### src/xsw_pkg.sv
// Shared types and constants for the crosspoint switch register block.
package xsw_pkg;

    // Physical size of the part; parameters on the top level may shrink it
    localparam int unsigned MAX_ROWS   = 12;
    localparam int unsigned MAX_COLS   = 8;
    localparam int unsigned ROW_IDX_W  = 4;
    localparam int unsigned COL_IDX_W  = 3;

    // Command byte layout
    localparam logic [7:0] SW_ON_BIT  = 8'h80;
    localparam logic [7:0] COL_FIELD  = 8'h07;

    // Row code boundaries
    localparam logic [3:0] CODE_LO_LAST  = 4'd5;
    localparam logic [3:0] CODE_HI_FIRST = 4'd8;
    localparam logic [3:0] CODE_HI_LAST  = 4'd13;
    localparam logic [3:0] CODE_HI_SHIFT = 4'd2;

    // Readback addresses, one per row in row order
    localparam logic [7:0] RB_ADDR [MAX_ROWS] = '{
        8'h34, 8'h3c, 8'h74, 8'h7c, 8'h35, 8'h3d,
        8'h75, 8'h7d, 8'h36, 8'h3e, 8'h76, 8'h7e
    };

    typedef enum logic [1:0] {
        FN_WRITE = 2'd0,
        FN_READ  = 2'd1,
        FN_RESET = 2'd2
    } t_xsw_func;

    // Control from the command decoder to the switch matrix
    typedef struct packed {
        logic                 sel_en;
        logic [ROW_IDX_W-1:0] sel_row;
        logic                 wr_en;
        logic [ROW_IDX_W-1:0] wr_row;
        logic [COL_IDX_W-1:0] wr_col;
        logic                 wr_on;
        logic                 load;
        logic                 clear;
        logic                 rd;
        logic                 status;
    } t_xsw_ctl;

endpackage

### src/xsw_decode.sv
// Command decoder: turns one word into matrix control.
module xsw_decode
    import xsw_pkg::*;
#(
    parameter int unsigned NUM_ROWS = 12,
    parameter int unsigned NUM_COLS = 8
) (
    input  logic [1:0] i_func,
    input  logic [7:0] i_first_byte,
    input  logic [7:0] i_second_byte,
    output t_xsw_ctl   o_ctl
);

    logic                 hit;
    logic [ROW_IDX_W-1:0] hit_row;
    logic [3:0]           code;
    logic [COL_IDX_W-1:0] col;
    logic [ROW_IDX_W-1:0] row;
    logic                 code_ok;
    logic                 size_ok;

    // readback address match, twelve independent compares
    always_comb begin
        hit     = 1'b0;
        hit_row = '0;
        for (int r = 0; r < MAX_ROWS; r++) begin
            if (RB_ADDR[r] == i_first_byte) begin
                hit     = 1'b1;
                hit_row = ROW_IDX_W'(r);
            end
        end
    end

    // row code to physical row: codes 8..13 sit two above rows 6..11
    always_comb begin
        code = i_first_byte[6:3];
        col  = COL_IDX_W'(i_first_byte & COL_FIELD);
        if (code <= CODE_LO_LAST) begin
            row     = code;
            code_ok = 1'b1;
        end else if (code >= CODE_HI_FIRST && code <= CODE_HI_LAST) begin
            row     = code - CODE_HI_SHIFT;
            code_ok = 1'b1;
        end else begin
            row     = '0;
            code_ok = 1'b0;
        end
        size_ok = (row < ROW_IDX_W'(NUM_ROWS))
                  && ({1'b0, col} < (COL_IDX_W + 1)'(NUM_COLS));
    end

    always_comb begin
        o_ctl        = '0;
        o_ctl.wr_row = row;
        o_ctl.wr_col = col;
        o_ctl.wr_on  = |(i_first_byte & SW_ON_BIT);
        o_ctl.sel_row = hit_row;
        unique case (t_xsw_func'(i_func))
            FN_WRITE: begin
                if (hit) begin
                    if (hit_row < ROW_IDX_W'(NUM_ROWS)) begin
                        o_ctl.sel_en = 1'b1;
                    end else begin
                        o_ctl.status = 1'b1;
                    end
                end else if (code_ok && size_ok) begin
                    o_ctl.wr_en = 1'b1;
                    o_ctl.load  = i_second_byte[0];
                end else begin
                    o_ctl.status = 1'b1;
                end
            end
            FN_READ:  o_ctl.rd    = 1'b1;
            FN_RESET: o_ctl.clear = 1'b1;
            default:  ;
        endcase
    end

endmodule

### src/xsw_matrix.sv
// Pending and active switch state, row select and row readback.
module xsw_matrix
    import xsw_pkg::*;
#(
    parameter int unsigned NUM_ROWS = 12,
    parameter int unsigned NUM_COLS = 8
) (
    input  logic       i_clk,
    input  logic       i_rst_n,
    input  logic       i_en,
    input  t_xsw_ctl   i_ctl,
    output logic [7:0] o_read_cols
);

    localparam int unsigned ROW_W = (NUM_ROWS > 1) ? $clog2(NUM_ROWS) : 1;
    localparam int unsigned COL_W = (NUM_COLS > 1) ? $clog2(NUM_COLS) : 1;

    logic [NUM_ROWS-1:0][NUM_COLS-1:0] r_pending, n_pending;
    logic [NUM_ROWS-1:0][NUM_COLS-1:0] r_active,  n_active;
    logic [ROW_IDX_W-1:0]              r_sel_row, n_sel_row;

    always_comb begin
        n_pending = r_pending;
        n_active  = r_active;
        n_sel_row = r_sel_row;
        if (i_en) begin
            if (i_ctl.clear) begin
                n_pending = '0;
                n_active  = '0;
                n_sel_row = '0;
            end else begin
                if (i_ctl.wr_en) begin
                    n_pending[i_ctl.wr_row[ROW_W-1:0]][i_ctl.wr_col[COL_W-1:0]] = i_ctl.wr_on;
                end
                if (i_ctl.load) begin
                    n_active = n_pending;
                end
                if (i_ctl.sel_en) begin
                    n_sel_row = i_ctl.sel_row;
                end
            end
        end
    end

    always_ff @(posedge i_clk) begin
        if (!i_rst_n) begin
            r_pending <= '0;
            r_active  <= '0;
            r_sel_row <= '0;
        end else begin
            r_pending <= n_pending;
            r_active  <= n_active;
            r_sel_row <= n_sel_row;
        end
    end

    always_comb begin
        o_read_cols = '0;
        if (i_ctl.rd && (r_sel_row < ROW_IDX_W'(NUM_ROWS))) begin
            o_read_cols[NUM_COLS-1:0] = r_active[r_sel_row[ROW_W-1:0]];
        end
    end

    a_clear_empties: assert property (@(posedge i_clk) disable iff (!i_rst_n)
        i_en && i_ctl.clear |=> r_active == '0 && r_pending == '0 && r_sel_row == '0)
        else $error("switch state not cleared after reset word");

    a_load_copies: assert property (@(posedge i_clk) disable iff (!i_rst_n)
        i_en && i_ctl.load && !i_ctl.clear |=> r_active == r_pending)
        else $error("active switches differ from pending after load");

    a_sel_in_range: assert property (@(posedge i_clk) disable iff (!i_rst_n)
        r_sel_row < ROW_IDX_W'(NUM_ROWS))
        else $error("selected row outside the matrix");

endmodule

### src/crosspoint_switch_8x12_regs.sv
// Top level of the crosspoint switch register block: stream ports and stages.
//
//  channel | dir | handshake                    | payload
//  --------+-----+------------------------------+-------------------------------------
//  s_axis  | in  | s_axis_tvalid/s_axis_tready  | tuser func, tdata first/second byte
//  m_axis  | out | m_axis_tvalid/m_axis_tready  | tdata read_cols, status, loaded
//
// Every input word gives exactly one result word. A word is taken into an
// input register, decoded and applied to the switch state on the cycle it
// moves into the result register. One word per cycle is sustained while
// m_axis_tready is high, set by the single decode/update stage.
// Reset (i_rst_n low, synchronous) opens every switch and selects row 0.
// A stall on m_axis holds the result register and then the input register;
// s_axis_tready drops only when both are full.
module crosspoint_switch_8x12_regs
    import xsw_pkg::*;
#(
    parameter int unsigned NUM_ROWS = 12,
    parameter int unsigned NUM_COLS = 8
) (
    input  logic        i_clk,
    input  logic        i_rst_n,
    // input words
    input  logic        s_axis_tvalid,
    output logic        s_axis_tready,
    input  logic [15:0] s_axis_tdata,   // [7:0] first_byte, [15:8] second_byte
    input  logic [1:0]  s_axis_tuser,   // [1:0] func
    // result words
    output logic        m_axis_tvalid,
    input  logic        m_axis_tready,
    output logic [15:0] m_axis_tdata    // [7:0] read_cols, [8] status,
                                        // [9] switches_loaded, [15:10] zero
);

    // input register
    logic       r_in_valid;
    logic [1:0] r_in_func;
    logic [7:0] r_in_first;
    logic [7:0] r_in_second;

    // result register
    logic       r_out_valid;
    logic [7:0] r_out_cols;
    logic       r_out_status;
    logic       r_out_loaded;

    t_xsw_ctl   ctl;
    logic [7:0] read_cols;
    logic       advance;   // word in the input register moves on this cycle
    logic       in_take;

    assign advance       = r_in_valid && (!r_out_valid || m_axis_tready);
    assign s_axis_tready = !r_in_valid || advance;
    assign in_take       = s_axis_tvalid && s_axis_tready;

    always_ff @(posedge i_clk) begin
        if (!i_rst_n) begin
            r_in_valid <= 1'b0;
        end else if (in_take) begin
            r_in_valid <= 1'b1;
        end else if (advance) begin
            r_in_valid <= 1'b0;
        end
    end

    always_ff @(posedge i_clk) begin
        if (in_take) begin
            r_in_func   <= s_axis_tuser;
            r_in_first  <= s_axis_tdata[7:0];
            r_in_second <= s_axis_tdata[15:8];
        end
    end

    xsw_decode #(
        .NUM_ROWS (NUM_ROWS),
        .NUM_COLS (NUM_COLS)
    ) u_decode (
        .i_func        (r_in_func),
        .i_first_byte  (r_in_first),
        .i_second_byte (r_in_second),
        .o_ctl         (ctl)
    );

    // state changes only when the word leaves the input register, so every
    // later word sees the effect of all earlier ones
    xsw_matrix #(
        .NUM_ROWS (NUM_ROWS),
        .NUM_COLS (NUM_COLS)
    ) u_matrix (
        .i_clk       (i_clk),
        .i_rst_n     (i_rst_n),
        .i_en        (advance),
        .i_ctl       (ctl),
        .o_read_cols (read_cols)
    );

    always_ff @(posedge i_clk) begin
        if (!i_rst_n) begin
            r_out_valid <= 1'b0;
        end else if (advance) begin
            r_out_valid <= 1'b1;
        end else if (m_axis_tready) begin
            r_out_valid <= 1'b0;
        end
    end

    always_ff @(posedge i_clk) begin
        if (advance) begin
            r_out_cols   <= read_cols;
            r_out_status <= ctl.status;
            r_out_loaded <= ctl.load;
        end
    end

    assign m_axis_tvalid = r_out_valid;
    assign m_axis_tdata  = {6'b0, r_out_loaded, r_out_status, r_out_cols};

    a_status_excl: assert property (@(posedge i_clk) disable iff (!i_rst_n)
        r_out_valid |-> !(r_out_status && r_out_loaded))
        else $error("result word both rejected and loaded");

    a_held_word_kept: assert property (@(posedge i_clk) disable iff (!i_rst_n)
        r_in_valid && !advance |=> r_in_valid && $stable(r_in_first)
                                   && $stable(r_in_second) && $stable(r_in_func))
        else $error("stalled input word lost or changed");

    a_no_drop: assert property (@(posedge i_clk) disable iff (!i_rst_n)
        r_out_valid && !m_axis_tready |=> r_out_valid)
        else $error("result word dropped while stalled");

endmodule

### config.mk
export PLATFORM = sky130hd
export DESIGN_NAME = crosspoint_switch_8x12_regs
export DESIGN_NICKNAME = d
export VERILOG_FILES = /design/src/xsw_pkg.sv /design/src/xsw_decode.sv /design/src/xsw_matrix.sv /design/src/crosspoint_switch_8x12_regs.sv
export SDC_FILE = /design/constraint.sdc
export NUM_CORES = 1
export LEC_CHECK = 0
export ABC_AREA = 1
export BUFFER_PORTS_ARGS = -buffer_cell sky130_fd_sc_hd__buf_4
export CORE_ASPECT_RATIO = 0.7
export CORE_UTILIZATION = 60
export CTS_CLUSTER_SIZE = 40
export DETAILED_ROUTE_END_ITERATION = 12
export PLACE_DENSITY_LB_ADDON = 0.12
export SETUP_SLACK_MARGIN = 0.4
export SLEW_MARGIN = 30
export SYNTH_ARGS = -nofsm -noshare
export SYNTH_HDL_FRONTEND = slang
export SYNTH_SLANG_ARGS = --single-unit
### constraint.sdc
create_clock -name i_clk -period 2.26 [get_ports i_clk]
set_input_delay 0.226 -clock i_clk [delete_from_list [all_inputs] [get_ports i_clk]]
set_output_delay 0.226 -clock i_clk [all_outputs]
set_load 0.01 [all_outputs]
==> flow_summary_export.csv <==
group,metric,value,unit
cells_and_area,final_util,74.9,%
detailed_routing,vias,12592,
timing,skew,0.00686,ns
cts,clk_pin_slew,0.06,ns
worst_setup_path,crit_arrival,2.72,ns
global_route,grtUsageTotal,34.9,%
floorplan,io_pins,40,
global_route,grt_pass1_vias,10953,
cells_and_area,drive_above_1_share,10.8,%
worst_setup_path,worstPathMaxFanout,10,
detailed_routing,first_pass_iters,8,
synth,synth_seq_cells,219,
synth,synth_area_leader_cell,"dfxtp_1",
cts,cts_buffers,23,
worst_setup_path,r2r_start,"r_in_first[4]$_DFFE_PP_",
global_route,antenna_found_initial,1,
worst_setup_path,rr_endpoint,"u_matrix.r_active[15]$_SDFFE_PN0P_",
placement,numPortBuffers,26,
synth,syn_avg_cell_area,6.17,sq um
worst_setup_path,worstPathCellList,"ha_2 -> inv_2 -> nor2_2 -> o211ai_1 -> nand2_1 -> nor2_4 -> buf_12 -> buf_12 -> buf_12 -> clkbuf_16 -> nand2_1 -> nand2_1 -> nand3_1 -> nand2_1 -> inv_1 -> nor2_1",
min_path,min_from,"m_axis_tready",
worst_setup_path,ff2ff_setup_slack,0.0009,ns
global_route,overflow,0,
cells_and_area,multi_input_area,0.00575,sq mm
worst_setup_path,cp.required,2.72,ns
global_route,met1_usage,48.4,%
timing,finalSetupTns,0,ns
synth,syn_area,0.0120,sq mm
synth,yosysMostFrequentCell,"nand2_1",
detailed_routing,antenna_left,0,
floorplan,die_x,171,microns
timing,maxSlewViolCount,0,
worst_setup_path,r2r_cells,16,
cts,cts.sinks,219,
synth,ys.flop_type,"dfxtp_1",
floorplan,num_rows,42,
cells_and_area,fill_cells,1536,
min_path,hp-class,"primary input to flop",
synth,synthArstFlopShare,0,%
detailed_routing,drc,0,
timing,finalCriticalPeriod,2.26,ns
global_route,grt_pass1_wl,56700,microns
worst_setup_path,cp_slowest_stage_delay,0.43,ns
cells_and_area,regArea,0.00459,sq mm
timing,tightest_slew,0.626,ns
power_and_ir_drop,ir_drop,687,uV
cells_and_area,stdcell_count,2258,
worst_setup_path,timing_worst_setup_path_type,"flop to flop",
global_route,grt_util_met3,6.35,%
cells_and_area,nets,2001,
detailed_routing,viasPerCell,5.58,
synth,synth.top_cell.area_share,32.9,%
placement,placedCellCount,2163,
detailed_routing,wirelength,37300,microns
power_and_ir_drop,p_per_area,657,mW/mm^2
timing,hold_slack,0.00861,ns
min_path,holdPathEnd,"m_axis_tvalid$_SDFFE_PN0P_",
global_route,gr-max-usage-layer,"met2",
worst_setup_path,path_common_cell,"nand2_1",
placement,gp_congestion,0.830,
synth,synthTopCellsByCount,"nand2_1 (522), inv_1 (264), nand3_1 (229), dfxtp_1 (198), a21oi_1 (158)",
floorplan,start_util,62.5,%
power_and_ir_drop,p_leak,6.59,nW
floorplan,dieHeight,121,microns
worst_setup_path,slowest_stage,"edfxtp_1",
cells_and_area,fin_area,0.0144,sq mm
timing,slew_headroom,58.1,%
detailed_routing,drtIter0Drc,1571,
cts,root_buffer,"clkbuf_16",
min_path,hold_depth,4,
floorplan,fp.dieArea,0.0207,sq mm
worst_setup_path,cp-end-kind,"flop",
global_route,gr-usage-met2,54.1,%
cells_and_area,area_growth,19.9,%
run,maxCapViolCount,0,
synth,synth_cell_types,25,
floorplan,core,0.0193,sq mm
timing,finalSetupViolCount,0,
global_route,grt_max_degree,101,
synth,seq_area_frac_synth,38.1,%
cts,cts_tree,"built",
synth,yosysWarnings,0,
status,status,"complete, no violations",
timing,finalCritPeriodShare,100,%
synth,synthCells,1954,
cts,cts_buffer_depth,3,
placement,hpwlAfterDp,19400,microns
cts,h-tree-depth,1,
timing,hold_viol,0,
synth,synth_edf_count,21,
detailed_routing,wl_per_cell,16.5,microns
timing,rsz0062_at_grt,"true",
cts,clk_latency,0.52,ns
placement,placed_area,0.0126,sq mm
worst_setup_path,worstSetupStartpointType,"flop",
synth,ys_top_cells_by_area,"dfxtp_1 (33%), nand2_1 (16%), nand3_1 (9.5%), inv_1 (8.2%), a21oi_1 (6.6%)",
timing,fmax,443,MHz
## registers in the layout (all words and copies together) (netlist names)
signal,cells
r_in_first,8
r_out_status,1
u_matrix.r_pending,96
r_out_cols,8
u_matrix.r_sel_row,4
r_out_loaded,1
r_in_func,2
u_matrix.r_active,96
r_in_valid,1
r_in_second,1
m_axis_tvalid,1
## report_power, final
| part | total (W) | switching [W] | internal (W) |
|---|---|---|---|
| combinational | 0.00145 | 0.000906 | 0.000544 |
| clock | 0.00379 | 0.00160 | 0.00220 |
| sequential | 0.00424 | 0.0000988 | 0.00414 |
## repair_timing
item | 4_1_cts | 5_1_grt
resized for setup | 48 | 29
hold buffers | 11 | 0
pin swaps | 3 | 21
setup endpoints to repair | 195 | 198
buffers inserted | 16 | 8
cloned | 7 | 11
endpoints found under the hold margin | 11 | 0
## placed cells by master, fill, tap and decap left out, drive strengths merged, types with 2 or more instances in the layout
cell type / count
buf: 116
nand3: 231
dfxtp: 198
nor2: 149
ha: 2
nand2: 525
conb: 6
o21ai: 145
edfxtp: 21
inv: 273
clkbuf: 47
nand4: 2
nor3: 57
clkinv: 46
a21oi: 158
o211ai: 2
dlygate4sd3: 11
## cells by family (layout without fill, tap and decap cells)
| group | Yosys count | count (layout) | share of synthesized area [%] |
|---|---|---|---|
| compound gates | 306 | 306 | 12.8 |
| buf+inv | 461 | 495 | 15.5 |
| fa+ha+maj | 2 | 2 | 0.208 |
| other cells | 1 | 7 | 0.0311 |
| simple gates | 965 | 965 | 33.4 |
| flops | 219 | 219 | 38.1 |
## per-stage QoR
stage | setup WS (ns) | power (W)
after floorplan | 0.305 | 0.00515
after global placement | 0.116 | 0.00545
after detailed placement | 0.0743 | 0.00548
after CTS | 0.120 | 0.00936
after global routing | -0.151 | 0.00982
final | 0.000881 | 0.00948
## critical path, delay by kind of cell (launching register included)
| kind | cells | cell delay, ns |
|---|---|---|
| buf+inv | 6 | 0.62 |
| fa+ha+maj | 1 | 0.21 |
| flops | 1 | 0.43 |
| simple gates | 8 | 0.80 |
| compound gates | 1 | 0.13 |
## how the worst max path moves through the flow
| stage | endpoint | startpoint | slack (ns) | depth (start not counted) |
|---|---|---|---|---|
| final | u_matrix.r_active[15]$_SDFFE_PN0P_ | r_in_first[4]$_DFFE_PP_ | 0.0009 | 16 |
| after global routing | u_matrix.r_active[22]$_SDFFE_PN0P_ | r_in_first[4]$_DFFE_PP_ | -0.15 | 16 |
| after CTS | u_matrix.r_active[28]$_SDFFE_PN0P_ | r_in_first[4]$_DFFE_PP_ | 0.12 | 18 |
| after detailed placement | u_matrix.r_active[8]$_SDFFE_PN0P_ | r_in_first[4]$_DFFE_PP_ | 0.07 | 16 |
| after global placement | u_matrix.r_active[26]$_SDFFE_PN0P_ | r_in_first[4]$_DFFE_PP_ | 0.12 | 14 |
| after floorplan | u_matrix.r_active[73]$_SDFFE_PN0P_ | r_in_first[4]$_DFFE_PP_ | 0.30 | 17 |
## layer usage
metal  wire [microns]  share of wire [%]
met5                0                  0
met3             4290                 12
met1            15300                 41
met2            16400                 44
met4             1270                3.4
## final cells by class
| type | instances | share of cell area (%) |
|---|---|---|
| antenna | 1 | 0.0173 |
| clock buffer | 37 | 4.77 |
| clock inverter | 4 | 0.338 |
| inverter | 317 | 8.33 |
| multi-input combinational | 1279 | 39.8 |
| sequential | 219 | 31.8 |
| tap | 264 | 2.29 |
| timing repair buffer | 137 | 12.6 |
No activity file was read; power rests on OpenSTA's default activity.
